==> src/rtl/core/ppp_pkg.sv <==
// Shared constants and types for the pinhole point projection block.
`timescale 1ns / 1ps
package ppp_pkg;

    localparam int DATA_WIDTH_DEF = 32;
    localparam int FRAC_BITS_DEF  = 16;
    localparam int CFG_IDX_W      = 3;

    // Integer parts of the reset camera model.
    localparam int FOCAL_RESET_INT    = 500;
    localparam int CENTER_X_RESET_INT = 320;
    localparam int CENTER_Y_RESET_INT = 240;

    typedef enum logic [CFG_IDX_W-1:0] {
        REG_FOCAL_X   = 3'd0,
        REG_FOCAL_Y   = 3'd1,
        REG_CENTER_X  = 3'd2,
        REG_CENTER_Y  = 3'd3,
        REG_MIN_DEPTH = 3'd4
    } reg_index_t;

    // Per-item flags that travel beside the dividers.
    typedef struct packed {
        logic pass;
        logic xneg;
        logic xpos;
        logic yneg;
        logic ypos;
    } ppp_flags_t;

endpackage

==> src/rtl/core/ppp_if.sv <==


interface ppp_res_if #(parameter int W = ppp_pkg::DATA_WIDTH_DEF) ();
    logic                valid;
    logic                ready;
    logic                valid_res;
    logic signed [W-1:0] proj_u;
    logic signed [W-1:0] proj_v;
    logic signed [W-1:0] resid_u;
    logic signed [W-1:0] resid_v;
    logic signed [W-1:0] jac_u_x;
    logic signed [W-1:0] jac_u_z;
    logic signed [W-1:0] jac_v_y;
    logic signed [W-1:0] jac_v_z;

    modport source (output valid, valid_res, proj_u, proj_v, resid_u, resid_v,
                    jac_u_x, jac_u_z, jac_v_y, jac_v_z, input ready);
    modport sink (input valid, valid_res, proj_u, proj_v, resid_u, resid_v,
                  jac_u_x, jac_u_z, jac_v_y, jac_v_z, output ready);
endinterface

==> src/rtl/core/ppp_out.sv <==
// Offset, residual and saturation stages with the output register.
`timescale 1ns / 1ps
module ppp_out #(
    parameter int W = ppp_pkg::DATA_WIDTH_DEF
) (
    input  logic                  clk,
    input  logic                  rst_n,
    input  logic                  en,
    input  logic                  v_in,
    input  ppp_pkg::ppp_flags_t   flags,
    input  logic signed [W-1:0]   ou,
    input  logic signed [W-1:0]   ov,
    input  logic signed [W-1:0]   cx,
    input  logic signed [W-1:0]   cy,
    input  logic [W+1:0]          m_u,
    input  logic [W+1:0]          m_v,
    input  logic [W+1:0]          m_jux,
    input  logic [W+1:0]          m_jvy,
    input  logic [W+1:0]          m_juz,
    input  logic [W+1:0]          m_jvz,
    ppp_res_if.source             res
);
    import ppp_pkg::*;

    localparam logic signed [W+3:0] SMAX = {5'b00000, {(W-1){1'b1}}};
    localparam logic signed [W+3:0] SMIN = {5'b11111, {(W-1){1'b0}}};

    function automatic logic signed [W+2:0] apply_sign(input logic [W+1:0] m,
                                                       input logic neg);
        logic signed [W+2:0] s;
        s = $signed({1'b0, m});
        return neg ? -s : s;
    endfunction

    function automatic logic [W-1:0] sat(input logic signed [W+3:0] v);
        logic [W-1:0] r;
        if (v > SMAX)
            r = SMAX[W-1:0];
        else if (v < SMIN)
            r = SMIN[W-1:0];
        else
            r = v[W-1:0];
        return r;
    endfunction

    logic                vE_reg;
    logic                passE_reg;
    logic signed [W+2:0] pu_reg, pv_reg, juz_reg, jvz_reg;
    logic [W+1:0]        jux_reg, jvy_reg;
    logic signed [W-1:0] ouE_reg, ovE_reg;

    logic                valid_reg, vres_reg;
    logic [W-1:0]        pu_o_reg, pv_o_reg, ru_o_reg, rv_o_reg;
    logic [W-1:0]        jux_o_reg, juz_o_reg, jvy_o_reg, jvz_o_reg;

    logic signed [W+3:0] ru_w, rv_w;

    always_ff @(posedge clk or negedge rst_n)
    begin
        if (!rst_n)
        begin
            vE_reg    <= 1'b0;
            valid_reg <= 1'b0;
        end
        else if (en)
        begin
            vE_reg    <= v_in;
            valid_reg <= vE_reg;
        end
    end

    // Apply signs to the quotients and add the principal point to the projections.
    always_ff @(posedge clk)
    begin
        if (en)
        begin
            passE_reg <= flags.pass;
            pu_reg    <= apply_sign(m_u, flags.xneg) + (W+3)'(cx);
            pv_reg    <= apply_sign(m_v, flags.yneg) + (W+3)'(cy);
            juz_reg   <= apply_sign(m_juz, flags.xpos);
            jvz_reg   <= apply_sign(m_jvz, flags.ypos);
            jux_reg   <= m_jux;
            jvy_reg   <= m_jvy;
            ouE_reg   <= ou;
            ovE_reg   <= ov;
        end
    end

    assign ru_w = (W+4)'(ouE_reg) - (W+4)'(pu_reg);
    assign rv_w = (W+4)'(ovE_reg) - (W+4)'(pv_reg);

    // Saturate each field, and zero every field of a point that fails the depth test.
    always_ff @(posedge clk)
    begin
        if (en)
        begin
            vres_reg  <= passE_reg;
            pu_o_reg  <= passE_reg ? sat((W+4)'(pu_reg)) : '0;
            pv_o_reg  <= passE_reg ? sat((W+4)'(pv_reg)) : '0;
            ru_o_reg  <= passE_reg ? sat(ru_w) : '0;
            rv_o_reg  <= passE_reg ? sat(rv_w) : '0;
            jux_o_reg <= passE_reg ? sat($signed({2'b00, jux_reg})) : '0;
            jvy_o_reg <= passE_reg ? sat($signed({2'b00, jvy_reg})) : '0;
            juz_o_reg <= passE_reg ? sat((W+4)'(juz_reg)) : '0;
            jvz_o_reg <= passE_reg ? sat((W+4)'(jvz_reg)) : '0;
        end
    end

    assign res.valid     = valid_reg;
    assign res.valid_res = vres_reg;
    assign res.proj_u    = pu_o_reg;
    assign res.proj_v    = pv_o_reg;
    assign res.resid_u   = ru_o_reg;
    assign res.resid_v   = rv_o_reg;
    assign res.jac_u_x   = jux_o_reg;
    assign res.jac_u_z   = juz_o_reg;
    assign res.jac_v_y   = jvy_o_reg;
    assign res.jac_v_z   = jvz_o_reg;

endmodule

==> src/flat_wrapper.sv <==
// flat-port wrapper written by rule: the top's interface ports become plain ports
module ppp_out_flat import ppp_pkg::*;
#(
    parameter int W = ppp_pkg::DATA_WIDTH_DEF
)
  (clk, rst_n, en, v_in, flags, ou, ov, cx, cy, m_u, m_v, m_jux, m_jvy, m_juz, m_jvz, res_valid, res_valid_res, res_proj_u, res_proj_v, res_resid_u, res_resid_v, res_jac_u_x, res_jac_u_z, res_jac_v_y, res_jac_v_z, res_ready);
  ppp_res_if #(.W(W)) res_i ();
  input  logic clk;
  input  logic rst_n;
  input  logic en;
  input  logic v_in;
  input  ppp_pkg::ppp_flags_t flags;
  input  logic signed [W-1:0] ou;
  input  logic signed [W-1:0] ov;
  input  logic signed [W-1:0] cx;
  input  logic signed [W-1:0] cy;
  input  logic [W+1:0] m_u;
  input  logic [W+1:0] m_v;
  input  logic [W+1:0] m_jux;
  input  logic [W+1:0] m_jvy;
  input  logic [W+1:0] m_juz;
  input  logic [W+1:0] m_jvz;
  output wire logic [$bits(res_i.valid)-1:0] res_valid;
  output wire logic [$bits(res_i.valid_res)-1:0] res_valid_res;
  output wire logic [$bits(res_i.proj_u)-1:0] res_proj_u;
  output wire logic [$bits(res_i.proj_v)-1:0] res_proj_v;
  output wire logic [$bits(res_i.resid_u)-1:0] res_resid_u;
  output wire logic [$bits(res_i.resid_v)-1:0] res_resid_v;
  output wire logic [$bits(res_i.jac_u_x)-1:0] res_jac_u_x;
  output wire logic [$bits(res_i.jac_u_z)-1:0] res_jac_u_z;
  output wire logic [$bits(res_i.jac_v_y)-1:0] res_jac_v_y;
  output wire logic [$bits(res_i.jac_v_z)-1:0] res_jac_v_z;
  input wire logic [$bits(res_i.ready)-1:0] res_ready;
  assign res_valid = res_i.valid;
  assign res_valid_res = res_i.valid_res;
  assign res_proj_u = res_i.proj_u;
  assign res_proj_v = res_i.proj_v;
  assign res_resid_u = res_i.resid_u;
  assign res_resid_v = res_i.resid_v;
  assign res_jac_u_x = res_i.jac_u_x;
  assign res_jac_u_z = res_i.jac_u_z;
  assign res_jac_v_y = res_i.jac_v_y;
  assign res_jac_v_z = res_i.jac_v_z;
  assign res_i.ready = res_ready;
  ppp_out #(.W(W)) u_core (.clk(clk), .rst_n(rst_n), .en(en), .v_in(v_in), .flags(flags), .ou(ou), .ov(ov), .cx(cx), .cy(cy), .m_u(m_u), .m_v(m_v), .m_jux(m_jux), .m_jvy(m_jvy), .m_juz(m_juz), .m_jvz(m_jvz), .res(res_i));
endmodule
==> config.mk <==
export PLATFORM = sky130hd
export DESIGN_NAME = ppp_out_flat
export DESIGN_NICKNAME = d
export VERILOG_FILES = /design/src/rtl/core/ppp_pkg.sv /design/src/rtl/core/ppp_if.sv /design/src/rtl/core/ppp_out.sv /design/src/flat_wrapper.sv
export SDC_FILE = /design/constraint.sdc
export NUM_CORES = 1
export LEC_CHECK = 0
export BUFFER_PORTS_ARGS = -buffer_cell sky130_fd_sc_hd__buf_2
export CAP_MARGIN = 0
export CORE_ASPECT_RATIO = 0.7
export CORE_MARGIN = 5
export CORE_UTILIZATION = 45
export DETAILED_ROUTE_END_ITERATION = 10
export GPL_TIMING_DRIVEN = 0
export PLACE_DENSITY = 0.68
export SLEW_MARGIN = 20
export SYNTH_ARGS = -nofsm -noshare
export SYNTH_HDL_FRONTEND = slang
export SYNTH_SLANG_ARGS = --single-unit
==> constraint.sdc <==
create_clock -name clk -period 10.87 [get_ports clk]
set_clock_uncertainty 0.05 [all_clocks]
set_input_delay 1.6305 -clock clk [delete_from_list [all_inputs] [get_ports clk]]
set_output_delay 1.6305 -clock clk [all_outputs]
set_load 0.02 [all_outputs]
==> impl_results.md, run 1 <==
* Status: finished clean
* IO Count at 600
* Setup-failing EPs final at 0
* Clk_lat worst skew at 0.60 ns
* # clock sinks at 532
* CTS tree: done
* Die area at 68000 sq um
* Die H at 220 microns
* DR DRC count at 0
* Router iterations before antenna repair at 6
* Final worst-path cycle share at 54.8%
* GP Congestion at 0.966
* PortBufs at 594
* Post-synth top flop: edfxtp_1
* Cell taking the most area after synthesis: edfxtp_1
* First-pass GRT wire length at 127000 microns
* Switching Power at 2260 uW
* WS Path Type: in2reg
* Yosys cell types at 68
* Synth top area share at 56.3%
* Reg2reg start: u_core.ouE_reg[0]
* Vias in the first global route at 21600
* Slew Limit Fails at 0
* Hold/Removal Path Class: reg2reg
* Max Fclk at 168 MHz
* Hold buffers post-CTS at 0
* Min Tclk post-route at 5.96 ns
* Via density at 5.60
* EDFF count, synth at 530
* Crit path required time at 11.27 ns
* Unrepaired setup endpoints after global routing: no
* R2R setup slack at 6.10 ns
* GRT Total Usage at 24.2%
* Cells after synthesis at 2418
* Mapped Area at 28300 sq um
* Syn_area_per_cell at 11.7 sq um
* DRT iter0 DRCs at 1999
* Ys Warns at 0
* Cell with the most instances after synthesis: edfxtp_1
* HPWL Detailed at 68300 microns
* Fill cells at 5257
* Combinational Power Share at 30.9%
* Hold Path Sink: u_core.res.valid
* Die Wd at 310 microns
* Final TNS setup at 0 ns
* Pwr/cell area at 194 nW/um^2
* Register share of total power at 41.3%
* P&R area growth vs syn at 20.9%
* Hold Crit Depth at 1
* Most instantiated cells after synthesis: 530 x edfxtp_1, 210 x nor2_1, 209 x xnor2_1
* # placed instances at 3837
* Core Box Area at 61900 sq um
* Synth top area cells: edfxtp_1 56%, xnor2_1 6.5%, ha_1 6.3%
* WL final at 86000 microns
* Min-delay src: u_core.res.valid
* Startpoint Class: primary input
* CTS H-tree depth at 2
* Synth async-reset ratio at 0.376%
* Switch share at 34.1%
* Slew @ Worst Pin at 0.953 ns
* Starting utilization of the core area at 45.7%
* CTS Root Cell: clkbuf_16
* DR vias at 22100
* Clk pwr share at 27.8%
* Pint at 4370 uW
* Largest net degree at the start of global routing at 115
* Share of cells above drive strength 1 at 22.8%
* Initial antenna violation count at 13
* Total CTS buffers at 53
* Worst Setup End Kind: flip-flop
* Final std cells w/o fill at 3945
* Worst vdd ir at 0.000122 V
* CTS max path bufs at 3
* Sequential cell area at 16000 sq um
* Max-Slew Margin vs Limit at 34.8%
* Grt ovf at 0
* P_leak at 0.0138 uW
* DR WL/cell at 21.8 microns
* Post-DRT Antenna Nets at 0
* Worst-path fanout max at 7
* RR Endpoint: u_core.res.resid_u[21]
* Multi-input logic area at 11500 sq um
* Rows at 76
* Setup repair bufs after CTS at 0
* Post-cts resize count at 0
* Final Hold Vio Count at 0
* R2R cell count at 15
* Nets at 3561
* CP arrival at 6.36 ns
* CTS clk-pin slew, worst paths at 0.07 ns
* Max-cap check violation count at 0
* Seq/Total Area, Yosys at 56.5%
* Flops & latches, synth at 532
-- power by group through the flow --
stage	clock (uW)	combinational, uW	sequential, uW
floorplan	0	1120	2910
global placement	0	1980	2800
detailed placement	0	2010	2780
CTS	1880	2020	2740
global route	1980	2220	2760
finish	1840	2040	2730
-- critical path, cell delays in order --
cell and delay [ns]:
buf_2 0.12, or4_1 0.60, nor4_1 0.28, nand3_1 0.17, or2_2 0.31, clkbuf_1 0.18
o41ai_1 0.37, xnor2_1 0.21, ha_1 0.35, and4_1 0.25, and3_1 0.21, a31o_2 0.25
a31oi_1 0.24, o21ai_0 0.17, nor2_1 0.11, a21oi_1 0.13, or4b_2 0.65, nand3_1 0.11
-- per-stage QoR --
step / hold slack [ns] / setup WS, ns / total power [uW] / area (sq um) / util [%]
6_report: 0.457 / 4.91 / 6620 / 34200 / 55.2
3_3_place_gp: 0.433 / -0.0932 / 4780 / 32300 / 52.1
3_5_place_dp: 0.446 / 4.30 / 4790 / 32400 / 52.4
2_1_floorplan: 0.425 / 5.06 / 4030 / 28300 / -
5_1_grt: 0.484 / 4.54 / 6950 / 34200 / 55.2
4_1_cts: 0.462 / 4.94 / 6640 / 34200 / 55.2
-- kinds of logic (layout without fill, tap and decap cells) --
group	after synthesis	after routing	share of synthesized area (%)
adders and majority gates	146	146	6.57
DFF	532	532	56.5
AOI/OAI and AO/OA	696	696	16.6
buffers and inverters	213	911	2.83
muxes	2	2	0.0796
xor gates and xnor gates	252	252	7.80
other	1	11	0.0133
and+or+nand+nor	576	576	9.67
-- layout by cell type (no fill, tap or decap), types with 7 or more instances in the layout --
master,synthesis,routed
a211oi_1,16,16
a21o_1,57,57
a21oi_1,139,139
a31oi_1,14,14
and2_1,9,9
and3_1,16,16
and4_1,7,7
buf_1,7,7
buf_2,0,593
clkbuf_1,89,92
clkbuf_16,0,53
clkinv_1,0,13
clkinv_2,0,14
diode_2,0,9
edfxtp_1,530,530
ha_1,142,142
inv_1,117,117
nand2_1,137,137
nand2b_1,17,17
nand3_1,41,41
nand4_1,15,15
nor2_1,210,210
nor2b_1,11,11
nor3_1,26,26
nor4_1,13,13
o211ai_1,19,19
o21a_1,148,148
o21ai_0,109,109
o21bai_1,20,20
o31ai_1,96,96
o41ai_1,26,26
or2_2,17,17
or3_1,24,24
or4_1,17,17
xnor2_1,209,209
xor2_1,43,43
-- cell type report --
| class | count | share of cell area, % |
|---|---|---|
| flip-flops and latches | 532 | 46.7 |
| multi-input cells | 1674 | 33.7 |
| repair buffers | 599 | 9.13 |
| clock buffers | 56 | 3.91 |
| well taps | 819 | 3.00 |
| inverters | 117 | 1.28 |
| clock inverters | 43 | 1.15 |
| plain buffers | 96 | 1.05 |
| diodes | 9 | 0.0659 |
-- worst max-delay path by stage --
stage                 start                end  cells past startpoint  slack (ns)
floorplan           m_v[10]  u_core.pv_reg[33]                     17        5.06
global placement         en      u_core.vE_reg                      2       -0.09
detailed placement  m_v[10]  u_core.pv_reg[33]                     18        4.30
CTS                 m_v[10]  u_core.pv_reg[33]                     18        4.94
global route        m_v[10]  u_core.pv_reg[33]                     18        4.54
finish              m_v[10]  u_core.pv_reg[33]                     18        4.91
-- metal layers --
metal  share of wire [%]  track usage, %
met1                  45            34.8
met2                  44            36.6
met3                 7.3            4.58
met4                 4.2            9.61
met5               0.023               0
Power figures use the tool's default switching activity.
==> run 2: changes to the inputs <==
--- a/config.mk
+++ b/config.mk
@@ -12,7 +12,7 @@
 export CORE_UTILIZATION = 45
 export DETAILED_ROUTE_END_ITERATION = 10
 export GPL_TIMING_DRIVEN = 0
-export PLACE_DENSITY = 0.68
+export PLACE_DENSITY = 0.7
 export SLEW_MARGIN = 20
 export SYNTH_ARGS = -nofsm -noshare
 export SYNTH_HDL_FRONTEND = slang
==> constraint.sdc (replaced) <==
create_clock -name clk -period 4.9 [get_ports clk]
set_clock_uncertainty 0.05 [all_clocks]
set_input_delay 0.735 -clock clk [delete_from_list [all_inputs] [get_ports clk]]
set_output_delay 0.735 -clock clk [all_outputs]
set_load 0.02 [all_outputs]
==> run 2 against run 1 <==
  * Clock power rose by 120%
  * First-iteration DRC count up 10%
  * Core utilization is 0.11 points higher
  * Critical path depth decreased by 1
  * Sequential power is 120% higher
  * Sequential cell count unchanged
  * Worst setup slack got worse by 4.7 ns
  * Cell area grew 0.21%
  * Critical path type unchanged
  * Critical endpoint is now u_core.pu_reg[33]
==> impl_results.md, run 2 (synthesized netlist as in run 1, its figures left out) <==
* Status: finished clean
* Crit path required time at 5.16 ns
* CP cell instances: buf_2 -> or3_1 -> or2_2 -> nor4_1 -> nand3_1 -> buf_4 -> buf_4 -> o41ai_1 -> xnor2_1 -> ha_1 -> a21o_1 -> a21oi_1 -> o21ai_0 -> a41o_1 -> a211o_1 -> o211ai_1 -> o311ai_0
* Commonest cells after routing, fill and taps aside: 593 x buf_2, 530 x edfxtp_1, 210 x nor2_1, 209 x xnor2_1, 148 x o21a_1
* Die Wd at 310 microns
* Critical path's top delay family: compound AO/OA/AOI/OAI gates
* Pre-CTS setup slack at -0.657 ns
* WL final at 86200 microns
* CTS Root Cell: clkbuf_16
* Slowest cell on the critical path: or3_1
* Share of cells above drive strength 1 at 23.0%
* Vias in the first global route at 21500
* Total CTS buffers at 53
* Slew @ Worst Pin at 1.02 ns
* IO Count at 600
* DR WL/cell at 21.9 microns
* # clock sinks at 532
* Placed instance area at 32400 sq um
* First-pass GRT wire length at 127000 microns
* CP peak stage delay at 0.38 ns
* Die H at 220 microns
* WP buf/inv at 3
* Final TNS setup at 0 ns
* Worst Setup End Kind: flip-flop
* Via density at 5.60
* Slew Limit Fails at 0
* Router iterations before antenna repair at 5
* Starting utilization of the core area at 45.7%
* Clk_lat worst skew at 0.60 ns
* GRT Total Usage at 24.2%
* Setup-failing EPs final at 0
* Largest net degree at the start of global routing at 113
* Worst-path fanout max at 5
* Most used cell, CP: buf_4
* Fill cells at 5261
* Most common cell after layout, fill and taps aside: buf_2
* Hold Slack at 0.262 ns
* GP Congestion at 0.950
* Total power at 14600 uW
* Final Cell Area at 34300 sq um
* CTS tree: done
* Grt ovf at 0
* DRT iter0 DRCs at 2208
* Final worst-path cycle share at 94.8%
* Startpoint Class: primary input
* Core Box Area at 61900 sq um
* Initial antenna violation count at 12
* Rows at 76
* Final Hold Vio Count at 0
* CTS H-tree depth at 2
* P&R area growth vs syn at 21.1%
* WS Path Type: in2reg
* Max-Slew Margin vs Limit at 31.8%
* CP arrival at 4.90 ns
* Final worst-path setup slack at 0.253 ns
* P_leak at 0.0138 uW
* Die area at 68000 sq um
* HPWL Detailed at 68300 microns
* Nets at 3564
* DR vias at 22100
* Post-DRT Antenna Nets at 0
* Hold/Removal Path Class: in2reg
* Min Tclk post-route at 4.65 ns
* Pwr/cell area at 427 nW/um^2
* Max-cap check violation count at 0
* Worst vdd ir at 0.000261 V
* CTS clk-pin slew, worst paths at 0.07 ns
* DR DRC count at 0
* CTS max path bufs at 3
* PortBufs at 594
* Max Fclk at 215 MHz
[run 2: metrics by stage]
| stage | utilization, % | cells |
|---|---|---|
| after floorplan | - | 2419 |
| after global placement | 52.2 | 3832 |
| after detailed placement | 52.4 | 3837 |
| after CTS | 55.2 | 3935 |
| after global routing | 55.3 | 3945 |
| final | 55.3 | 3947 |
[run 2: area by class of cell]
| cell class | count | area (sq um) | share of cell area [%] |
|---|---|---|---|
| Sequential cell | 532 | 16000 | 46.6 |
| Multi-Input combinational cell | 1674 | 11600 | 33.8 |
| Timing Repair Buffer | 603 | 3150 | 9.21 |
| Clock buffer | 61 | 1380 | 4.02 |
| Tap cell | 819 | 1020 | 2.99 |
| Inverter | 117 | 439 | 1.28 |
| Buffer | 95 | 357 | 1.04 |
| Clock inverter | 36 | 323 | 0.942 |
| Antenna cell | 10 | 25.0 | 0.0731 |
[run 2: worst paths after layout]
check / startpoint / slack, ns / depth (start not counted) / endpoint
worst min register to register: u_core.res.valid / 0.45 / 1 / u_core.res.valid
min in group asynchronous: rst_n / 0.51 / 2 / u_core.vE_reg
max in group asynchronous: rst_n / 4.20 / 2 / u_core.res.valid
worst max register to register: u_core.pu_reg[0] / 0.35 / 14 / u_core.res.resid_u[21]
worst min-delay path: m_jvy[20] / 0.26 / 1 / u_core.jvy_reg[20]
worst max-delay path: m_u[4] / 0.25 / 17 / u_core.pu_reg[33]
[run 2: power breakdown]
part | internal [uW] | total (uW) | switching (uW)
combinational | 1600 | 4530 | 2930
clock | 2240 | 4010 | 1770
sequential | 5820 | 6080 | 265
total | 9660 | 14600 | 4970
[run 2: layer usage]
metal,global-route usage (%),share of wire (%),vias up,wire length [microns]
met5,0,0.015,-,13
met4,6.61,2.5,2,2150
met3,3.91,6.9,120,5920
met2,38.1,46,820,39400
met1,35.1,45,10800,38700
li1,-,-,10400,-
[run 2: what timing repair did]
item	CTS	global route
gates cloned	0	0
hold buffers	1	0
resized for setup	1	11
hold endpoints to repair	2	0
endpoints found under the setup margin	1	20
pin swaps	0	1
buffers inserted	0	3
